## src/design/upload_receiver_sequencer_top_macros.svh

```systemverilog
// assertion macros for the upload receiver sequencer
// clocked on clk, held off while rst_n is low
`ifndef UPLOAD_RECEIVER_SEQUENCER_TOP_MACROS_SVH
`define UPLOAD_RECEIVER_SEQUENCER_TOP_MACROS_SVH

`ifndef SYNTHESIS

// antecedent and consequent in the same cycle
`define URS_ASSERT_SAME(lbl, ante, cons, msg) \
  lbl: assert property (@(posedge clk) disable iff (!rst_n) (ante) |-> (cons)) \
    else $error(msg);

// consequent in the cycle after the antecedent
`define URS_ASSERT_NEXT(lbl, ante, cons, msg) \
  lbl: assert property (@(posedge clk) disable iff (!rst_n) (ante) |=> (cons)) \
    else $error(msg);

`else

`define URS_ASSERT_SAME(lbl, ante, cons, msg)
`define URS_ASSERT_NEXT(lbl, ante, cons, msg)

`endif

`endif

```

## src/design/urs_pkg.sv

```systemverilog
`timescale 1ns / 1ps
`default_nettype none

package urs_pkg;

  localparam int ID_WIDTH_DEF = 32;
  localparam int MSG_ID_W     = 32;
  localparam int SIZE_W       = 32;
  localparam int BYTE_W       = 8;
  localparam int CFG_ADDR_W   = 3;
  localparam int CFG_DATA_W   = 32;

  // register index, taken from paddr above the byte offset
  localparam logic [CFG_ADDR_W-3:0] REG_FIRST_ID = '0;

  typedef enum logic [1:0] {
    PH_WAITING     = 2'd0,
    PH_DOWNLOADING = 2'd1,
    PH_FINISHED    = 2'd2,
    PH_COMPLETE    = 2'd3
  } phase_t;

  typedef enum logic [1:0] {
    REQ_UPLOAD = 2'd0,
    REQ_DATA   = 2'd1,
    REQ_END    = 2'd2,
    REQ_OTHER  = 2'd3
  } req_t;

  typedef struct packed {
    req_t                req_type;
    logic [MSG_ID_W-1:0] message_id;
    logic [SIZE_W-1:0]   file_size;
    logic [BYTE_W-1:0]   check_sum;
    logic [BYTE_W-1:0]   data_byte;
    logic                seg_last;
  } item_t;

  typedef struct packed {
    phase_t              phase;
    logic [SIZE_W-1:0]   bytes_rcvd;
    logic [SIZE_W-1:0]   dl_size;
    logic [BYTE_W-1:0]   csum;
  } st_t;

  typedef struct packed {
    logic                accepted;
    logic                ack_valid;
    logic [MSG_ID_W-1:0] acked_id;
    logic [MSG_ID_W-1:0] expected_id;
    logic                store_valid;
    logic [BYTE_W-1:0]   store_byte;
    logic                checksum_bad;
    phase_t              phase;
  } result_t;

endpackage

`default_nettype wire

```

## src/design/urs_step.sv

```systemverilog
`timescale 1ns / 1ps
`default_nettype none

module urs_step #(
  parameter int ID_WIDTH = urs_pkg::ID_WIDTH_DEF
) (
  input  urs_pkg::item_t   item,
  input  urs_pkg::st_t     st,
  input  logic [ID_WIDTH-1:0] next_id,
  output urs_pkg::st_t     st_nxt,
  output logic [ID_WIDTH-1:0] next_id_nxt,
  output urs_pkg::result_t res
);
  import urs_pkg::*;

  localparam int CMP_W = (ID_WIDTH > MSG_ID_W) ? ID_WIDTH : MSG_ID_W;
  localparam logic [CMP_W-1:0] ID_MASK = CMP_W'({ID_WIDTH{1'b1}});

  logic              id_ok;
  logic              take_up;
  logic              take_data;
  logic              take_end;
  logic              ack;
  logic [SIZE_W-1:0] bytes_inc;

  assign id_ok = ((CMP_W'(item.message_id) & ID_MASK) == CMP_W'(next_id));

  // count saturates at all ones
  assign bytes_inc = (&st.bytes_rcvd) ? st.bytes_rcvd : st.bytes_rcvd + 1'b1;

  always_comb begin
    take_up   = 1'b0;
    take_data = 1'b0;
    take_end  = 1'b0;
    unique case (st.phase)
      PH_WAITING:     take_up   = id_ok && (item.req_type == REQ_UPLOAD);
      PH_DOWNLOADING: take_data = id_ok && (item.req_type == REQ_DATA);
      PH_FINISHED:    take_end  = id_ok && (item.req_type == REQ_END);
      PH_COMPLETE:    ;
      default:        ;
    endcase
  end

  assign ack = take_up || take_end || (take_data && item.seg_last);

  always_comb begin
    st_nxt = st;
    if (take_up) begin
      st_nxt.bytes_rcvd = '0;
      st_nxt.dl_size    = item.file_size;
      st_nxt.phase      = PH_DOWNLOADING;
    end
    if (take_data) begin
      st_nxt.csum       = st.csum ^ item.data_byte;
      st_nxt.bytes_rcvd = bytes_inc;
      if (item.seg_last && (bytes_inc >= st.dl_size)) begin
        st_nxt.phase = PH_FINISHED;
      end
    end
    if (take_end) begin
      st_nxt.phase = PH_COMPLETE;
    end
  end

  assign next_id_nxt = ack ? ID_WIDTH'(next_id + 1'b1) : next_id;

  always_comb begin
    res.accepted     = take_up || take_data || take_end;
    res.ack_valid    = ack;
    res.acked_id     = ack ? MSG_ID_W'(next_id) : '0;
    res.expected_id  = MSG_ID_W'(next_id_nxt);
    res.store_valid  = take_data;
    res.store_byte   = take_data ? item.data_byte : '0;
    res.checksum_bad = take_end && (item.check_sum != st.csum);
    res.phase        = st_nxt.phase;
  end

endmodule

`default_nettype wire

```

## src/design/upload_receiver_sequencer_top.sv

```systemverilog
`timescale 1ns / 1ps
`default_nettype none

// Receiver side of a sequenced upload: one request in, one result out, one request per
// clock cycle sustained while out_ready keeps the output register free. A request is
// captured in an input register, evaluated against the phase, expected ID, byte count,
// file size and running checksum in a single step, and the result lands in an output
// register, which drives out_valid. The one-request-per-cycle rate is set by the state
// update loop (phase, expected ID, count, checksum), which closes within that single
// step. in_ready stays high while a result waits in the output register as long as the
// input register is free. first_id is written over the APB-style port at address 0 and
// also loads the expected ID while the receiver is still waiting; no clearing pass runs
// after reset.
module upload_receiver_sequencer_top #(
  parameter int ID_WIDTH = urs_pkg::ID_WIDTH_DEF
) (
  input  logic                            clk,
  input  logic                            rst_n,
  // request channel
  input  logic                            in_valid,
  output logic                            in_ready,
  input  logic [1:0]                      in_req_type,
  input  logic [urs_pkg::MSG_ID_W-1:0]    in_message_id,
  input  logic [urs_pkg::SIZE_W-1:0]      in_file_size,
  input  logic [urs_pkg::BYTE_W-1:0]      in_check_sum,
  input  logic [urs_pkg::BYTE_W-1:0]      in_data_byte,
  input  logic                            in_seg_last,
  // result channel
  output logic                            out_valid,
  input  logic                            out_ready,
  output logic                            out_accepted,
  output logic                            out_ack_valid,
  output logic [urs_pkg::MSG_ID_W-1:0]    out_acked_id,
  output logic [urs_pkg::MSG_ID_W-1:0]    out_expected_id,
  output logic                            out_store_valid,
  output logic [urs_pkg::BYTE_W-1:0]      out_store_byte,
  output logic                            out_checksum_bad,
  output logic [1:0]                      out_phase,
  // configuration port
  input  logic                            psel,
  input  logic                            penable,
  input  logic                            pwrite,
  input  logic [urs_pkg::CFG_ADDR_W-1:0]  paddr,
  input  logic [urs_pkg::CFG_DATA_W-1:0]  pwdata,
  output logic [urs_pkg::CFG_DATA_W-1:0]  prdata,
  output logic                            pready
);
  import urs_pkg::*;

`include "upload_receiver_sequencer_top_macros.svh"

  // configuration
  logic [CFG_DATA_W-1:0] first_id_r;
  logic                  reg_hit;
  logic                  cfg_wr;

  // input register
  logic                  in_vld_r;
  item_t                 in_item_r;

  // receiver state
  st_t                   st_r;
  logic [ID_WIDTH-1:0]   next_id_r;

  // output register
  logic                  out_vld_r;
  result_t               out_res_r;

  // step results
  st_t                   st_nxt;
  logic [ID_WIDTH-1:0]   next_id_nxt;
  result_t               res_nxt;

  logic                  advance;
  logic                  fire;

  // output register frees when empty or being taken
  assign advance  = !out_vld_r || out_ready;
  // request in the input register is evaluated and moved on
  assign fire     = in_vld_r && advance;
  assign in_ready = !in_vld_r || advance;

  // register decode ignores the byte offset
  assign reg_hit = (paddr[CFG_ADDR_W-1:2] == REG_FIRST_ID);
  assign cfg_wr  = psel && penable && pwrite && pready && reg_hit;
  assign pready  = 1'b1;
  assign prdata  = reg_hit ? first_id_r : '0;

  urs_step #(
    .ID_WIDTH (ID_WIDTH)
  ) u_step (
    .item        (in_item_r),
    .st          (st_r),
    .next_id     (next_id_r),
    .st_nxt      (st_nxt),
    .next_id_nxt (next_id_nxt),
    .res         (res_nxt)
  );

  // input register capture
  always_ff @(posedge clk) begin
    if (!rst_n) begin
      in_vld_r <= 1'b0;
    end else if (in_valid && in_ready) begin
      in_vld_r <= 1'b1;
    end else if (fire) begin
      in_vld_r <= 1'b0;
    end
  end

  always_ff @(posedge clk) begin
    if (in_valid && in_ready) begin
      in_item_r.req_type   <= req_t'(in_req_type);
      in_item_r.message_id <= in_message_id;
      in_item_r.file_size  <= in_file_size;
      in_item_r.check_sum  <= in_check_sum;
      in_item_r.data_byte  <= in_data_byte;
      in_item_r.seg_last   <= in_seg_last;
    end
  end

  // receiver state; a rejected request leaves it as it was
  always_ff @(posedge clk) begin
    if (!rst_n) begin
      st_r.phase      <= PH_WAITING;
      st_r.bytes_rcvd <= '0;
      st_r.dl_size    <= '0;
      st_r.csum       <= '0;
      next_id_r       <= '0;
      first_id_r      <= '0;
    end else begin
      if (fire) begin
        st_r      <= st_nxt;
        next_id_r <= next_id_nxt;
      end
      // the user must send config writes only while idle; the block itself does not enforce it
      if (cfg_wr) begin
        first_id_r <= pwdata;
        if (st_r.phase == PH_WAITING) begin
          next_id_r <= ID_WIDTH'(pwdata);
        end
      end
    end
  end

  // result register
  always_ff @(posedge clk) begin
    if (!rst_n) begin
      out_vld_r <= 1'b0;
    end else if (fire) begin
      out_vld_r <= 1'b1;
    end else if (out_ready) begin
      out_vld_r <= 1'b0;
    end
  end

  always_ff @(posedge clk) begin
    if (fire) begin
      out_res_r <= res_nxt;
    end
  end

  assign out_valid        = out_vld_r;
  assign out_accepted     = out_res_r.accepted;
  assign out_ack_valid    = out_res_r.ack_valid;
  assign out_acked_id     = out_res_r.acked_id;
  assign out_expected_id  = out_res_r.expected_id;
  assign out_store_valid  = out_res_r.store_valid;
  assign out_store_byte   = out_res_r.store_byte;
  assign out_checksum_bad = out_res_r.checksum_bad;
  assign out_phase        = out_res_r.phase;

  // complete is terminal until reset
  `URS_ASSERT_NEXT(a_complete_sticks, st_r.phase == PH_COMPLETE, st_r.phase == PH_COMPLETE, "left complete phase")

  // a rejected request changes no state
  `URS_ASSERT_NEXT(a_reject_no_change, fire && !res_nxt.accepted, $stable(st_r) && $stable(next_id_r), "rejected request changed state")

  // every acknowledge advances the expected id by one
  `URS_ASSERT_NEXT(a_ack_bumps_id, fire && res_nxt.ack_valid, next_id_r == ID_WIDTH'($past(next_id_r) + 1'b1), "expected id did not advance")

  // acknowledge and store only come with an accepted request
  `URS_ASSERT_SAME(a_ack_needs_accept, out_vld_r && (out_res_r.ack_valid || out_res_r.store_valid), out_res_r.accepted, "ack or store without accept")

endmodule

`default_nettype wire

```

## config.mk

```make
export PLATFORM = sky130hd
export DESIGN_NAME = upload_receiver_sequencer_top
export DESIGN_NICKNAME = d
export VERILOG_FILES = /design/src/design/urs_pkg.sv /design/src/design/urs_step.sv /design/src/design/upload_receiver_sequencer_top.sv
export VERILOG_INCLUDE_DIRS = /design/src /design/src/design
export SDC_FILE = /design/constraint.sdc
export NUM_CORES = 1
export LEC_CHECK = 0
export BUFFER_PORTS_ARGS = -buffer_cell sky130_fd_sc_hd__buf_4
export CORE_UTILIZATION = 55
export CTS_BUF_LIST = sky130_fd_sc_hd__clkbuf_2 sky130_fd_sc_hd__clkbuf_4 sky130_fd_sc_hd__clkbuf_8
export CTS_CLUSTER_DIAMETER = 60
export CTS_CLUSTER_SIZE = 25
export DETAILED_ROUTE_END_ITERATION = 7
export PLACE_DENSITY = 0.87
export SYNTH_ARGS = -nofsm -noshare
export SYNTH_HDL_FRONTEND = slang
export SYNTH_SLANG_ARGS = --single-unit
export TNS_END_PERCENT = 50
```

## constraint.sdc

```tcl
create_clock -name clk -period 5.25 [get_ports clk]
set_input_delay 0.2625 -clock clk [delete_from_list [all_inputs] [get_ports clk]]
set_output_delay 0.2625 -clock clk [all_outputs]
set_load 0.005 [all_outputs]
```

==> results by group <==
Critical path
  – Crit Path Max Fanout: 8
  – Reg-to-reg endpoint: out_phase[1]$_DFFE_PP_
  – CP Data Arrival Time: between 4 and 5 ns
  – Crit path kind: reg -> reg
  – CP peak stage delay: roughly 0.67 ns
  – Reg2reg path depth: 12
  – CP delay by family, top: compound AO/OA/AOI/OAI gates
  – Worst EP required: around 5.6 ns
  – Worst path depth: 12
  – CP Launch Type: flop
  – R2r setup slk: 0.72 ns
  – Critical path, cell by cell: nand4_1 -> or4_1 -> a311o_1 -> and2_1 -> or2_2 -> ha_1 -> and2_0 -> a221o_1 -> a221oi_1 -> o21ai_0 -> a211o_1 -> a21o_1
  – CP max stage cell: or4_1
  – Reg-to-Reg Start: st_r[47]$_SDFFE_PN0P_
  – Critical path capture point type: flop
  – WP buf/inv: 0

STA
  – Final Hold Fails: 0
  – Setup TNS Final: 0 ns
  – Final setup vio count: 0
  – Final Cycle Share: 0.863
  – Final Max Slew Viols: 0
  – Min Hold Slack: about 0.13 ns
  – Worst Skew: ~0.036 ns
  – Max-slew headroom: 0.177
  – RSZ-0062 raised after global routing: no
  – Final Critical Period: around 4.5 ns
  – Slew @ Worst Pin: about 1.2 ns
  – Fmax achieved: around 0.22 GHz

Synth
  – Post-synth top cells: 161 x edfxtp_1, 151 x nand2_1, 140 x dfxtp_1, 79 x nor2_1, 71 x clkbuf_1
  – Ys Warns: 0
  – Post-synthesis cell type count: ~60
  – Synth top area share: 0.343
  – Synth area leaders: edfxtp_1 34%, dfxtp_1 20%, nand2_1 4.0%
  – Count leader, synth: edfxtp_1
  – Flops & latches, synth: around 300
  – Post-Syn Instances: 1369
  – Async SR Flop Fraction: 0
  – Post-synth top area cell: edfxtp_1
  – Syn Area/Cell: 10.3 um^2
  – Primary FF master, synth: edfxtp_1
  – Post-synthesis instance area: approximately 14000 um^2
  – Synth Net Count: around 1500
  – Post-synth EDFFs: 161
  – Sequential share of the synthesized area: 0.541

Drt
  – Wirelength, routed: slightly below 40 mm
  – Via count: roughly 12000
  – DR pass1 iterations: 6
  – Routed len/inst: a little under 20 um
  – Iter 0 DRT Violations: approximately 1500
  – Final ANT Viol Nets: 0
  – Via/cell ratio: 5.85
  – Remaining DRCs: 0

GRT
  – Grt ovf: 0
  – Initial antenna violation count: 1
  – First-pass GRT wire length: 60.3 mm
  – Total track usage: 0.291
  – Number of global-route vias before repair: about 11000
  – Pin count of the biggest net entering global routing: 84

Clocking
  – Clk root buf: clkbuf_8
  – Clk_lat worst skew: around 0.6 ns
  – CTS clk-pin slew, worst paths: about 0.13 ns
  – Clk sinks: 301
  – CTS tree: built
  – CTS resizes: 0
  – TritonCTS buffer count: 22
  – Setup Buffers After CTS: 0
  – H-tree depth: 1
  – Number of buffers inserted by hold repair at cts: approximately 120
  – Max Root-Sink Buffers: 3

Die
  – # rows: just under 60
  – Die H: ~160 um
  – Die W: about 160 um
  – Initial cell density of the core: 0.560
  – Core Area: ~25000 um^2
  – Die area: approximately 26000 um^2
  – I/O Pins: 238

Placement
  – Post-Place Cells: approximately 1900
  – Detailed placer's ending HPWL: 24.8 mm
  – IO buf count: 234
  – GPL Wtd Cong: 0.928

Layout
  – Post-route non-filler standard cell count: approximately 2000
  – Post-layout util: 0.704
  – Filler cell count: between 1500 and 2000
  – Layout cells sized above 1: 0.190
  – Final Net Count: around 1800
  – Layout area overhead: 25.5%

Power
  – PwrDens: between 200 and 300 nW/um^2
  – Leakage: between 6 and 7 nW
  – Peak VDD IR: around 0.3 mV

Run status
  – Outcome: complete, no violations

Min path
  – Min-Delay Endpoint: next_id_r[7]$_SDFF_PN0_
  – Hold WC Path Type: in -> reg
  – Hold Path Origin: rst_n
  – Hold path depth: 2

Job
  – Max-cap violation count: 0
per-layer routing:
layer | up-vias | GRT usage | share of wire
met5 | - | 0 | 0
met4 | 0 | 0.137 | 0.048
met3 | 116 | 0.0345 | 0.070
met2 | 634 | 0.512 | 0.50
met1 | 5511 | 0.356 | 0.39
li1 | 5494 | - | -
placed cells by master (no fill, tap or decap), types with 6 or more instances in the layout:
cell type,count
buf_4,246
edfxtp_1,161
nand2_1,151
dfxtp_1,140
dlygate4sd3_1,117
nor2_1,78
inv_1,55
xor2_1,52
a21oi_1,49
o21ai_0,47
nand3_1,45
xnor2_1,40
nor2b_1,35
ha_1,34
nor3_1,33
mux2i_1,32
nand4_1,31
nor4_1,31
and2_1,28
and3_1,27
clkbuf_8,23
a31oi_1,16
or2_2,14
a22o_1,14
and4_1,12
or3_1,12
nand3b_1,11
nand2b_1,8
a311oi_1,8
nor4b_1,7
a21o_1,6
a211oi_1,6
o21a_1,6
or4_1,6
a41oi_1,6
o31ai_1,6
sequential cells by signal, summed over array words and instances, names as in the netlist:
register,cells
out_valid,1
st_r,74
out_store_valid,1
out_expected_id,32
out_accepted,1
in_item_r,83
out_ack_valid,1
out_checksum_bad,1
first_id_r,32
out_store_byte,8
out_phase,2
in_vld_r,1
next_id_r,32
out_acked_id,32
stage by stage:
step | total power [mW] | instance area (um^2) | worst slack [ns]
floorplan | 2.78 | 14100 | 1.32
global placement | 2.93 | 16000 | 0.937
detailed placement | 2.95 | 16000 | 0.896
CTS | 4.43 | 17700 | 0.842
global route | 4.56 | 17700 | 0.589
finish | 4.44 | 17700 | 0.721
power breakdown:
| group | internal (mW) | switching, mW | total [mW] |
|---|---|---|---|
| Sequential | 2.57 | 0.0603 | 2.63 |
| Clock | 0.546 | 0.918 | 1.46 |
| Combinational | 0.190 | 0.161 | 0.351 |
| Total | 3.30 | 1.14 | 4.44 |
worst max-delay path by stage:
stage | slack (ns) | to | startpoint
6_report | 0.72 | out_phase[1]$_DFFE_PP_ | st_r[47]$_SDFFE_PN0P_
5_1_grt | 0.59 | out_phase[1]$_DFFE_PP_ | st_r[47]$_SDFFE_PN0P_
4_1_cts | 0.84 | out_phase[1]$_DFFE_PP_ | st_r[47]$_SDFFE_PN0P_
3_5_place_dp | 0.90 | out_phase[1]$_DFFE_PP_ | st_r[47]$_SDFFE_PN0P_
3_3_place_gp | 0.94 | out_phase[1]$_DFFE_PP_ | st_r[47]$_SDFFE_PN0P_
2_1_floorplan | 1.32 | out_phase[1]$_DFFE_PP_ | st_r[47]$_SDFFE_PN0P_
cell families after synthesis:
family	after synthesis	share of synthesized area
xor+xnor	92	0.0571
mux	35	0.0251
simple gates	550	0.205
other cells	1	0.000266
buf+inv	151	0.0442
compound gates	205	0.0973
flops	301	0.541
fa+ha+maj	34	0.0301
cell type report:
class | instances | area, um^2 | share of cell area
flip-flops and latches | 301 | 7640 | 0.431
multi-input cells | 917 | 5880 | 0.332
repair buffers | 363 | 3020 | 0.170
well taps | 330 | 413 | 0.0233
clock buffers | 24 | 324 | 0.0183
clock inverters | 16 | 225 | 0.0127
inverters | 57 | 215 | 0.0121
diodes | 1 | 2.50 | 0.000141
worst reg2reg max path, stage by stage (launching register included):
cell	delay, ns
dfxtp_1	0.47
nand4_1	0.30
or4_1	0.67
a311o_1	0.41
and2_1	0.19
or2_2	0.31
ha_1	0.29
and2_0	0.17
a221o_1	0.29
a221oi_1	0.41
o21ai_0	0.19
a211o_1	0.39
a21o_1	0.19
No activity file was read; power rests on OpenSTA's default activity.
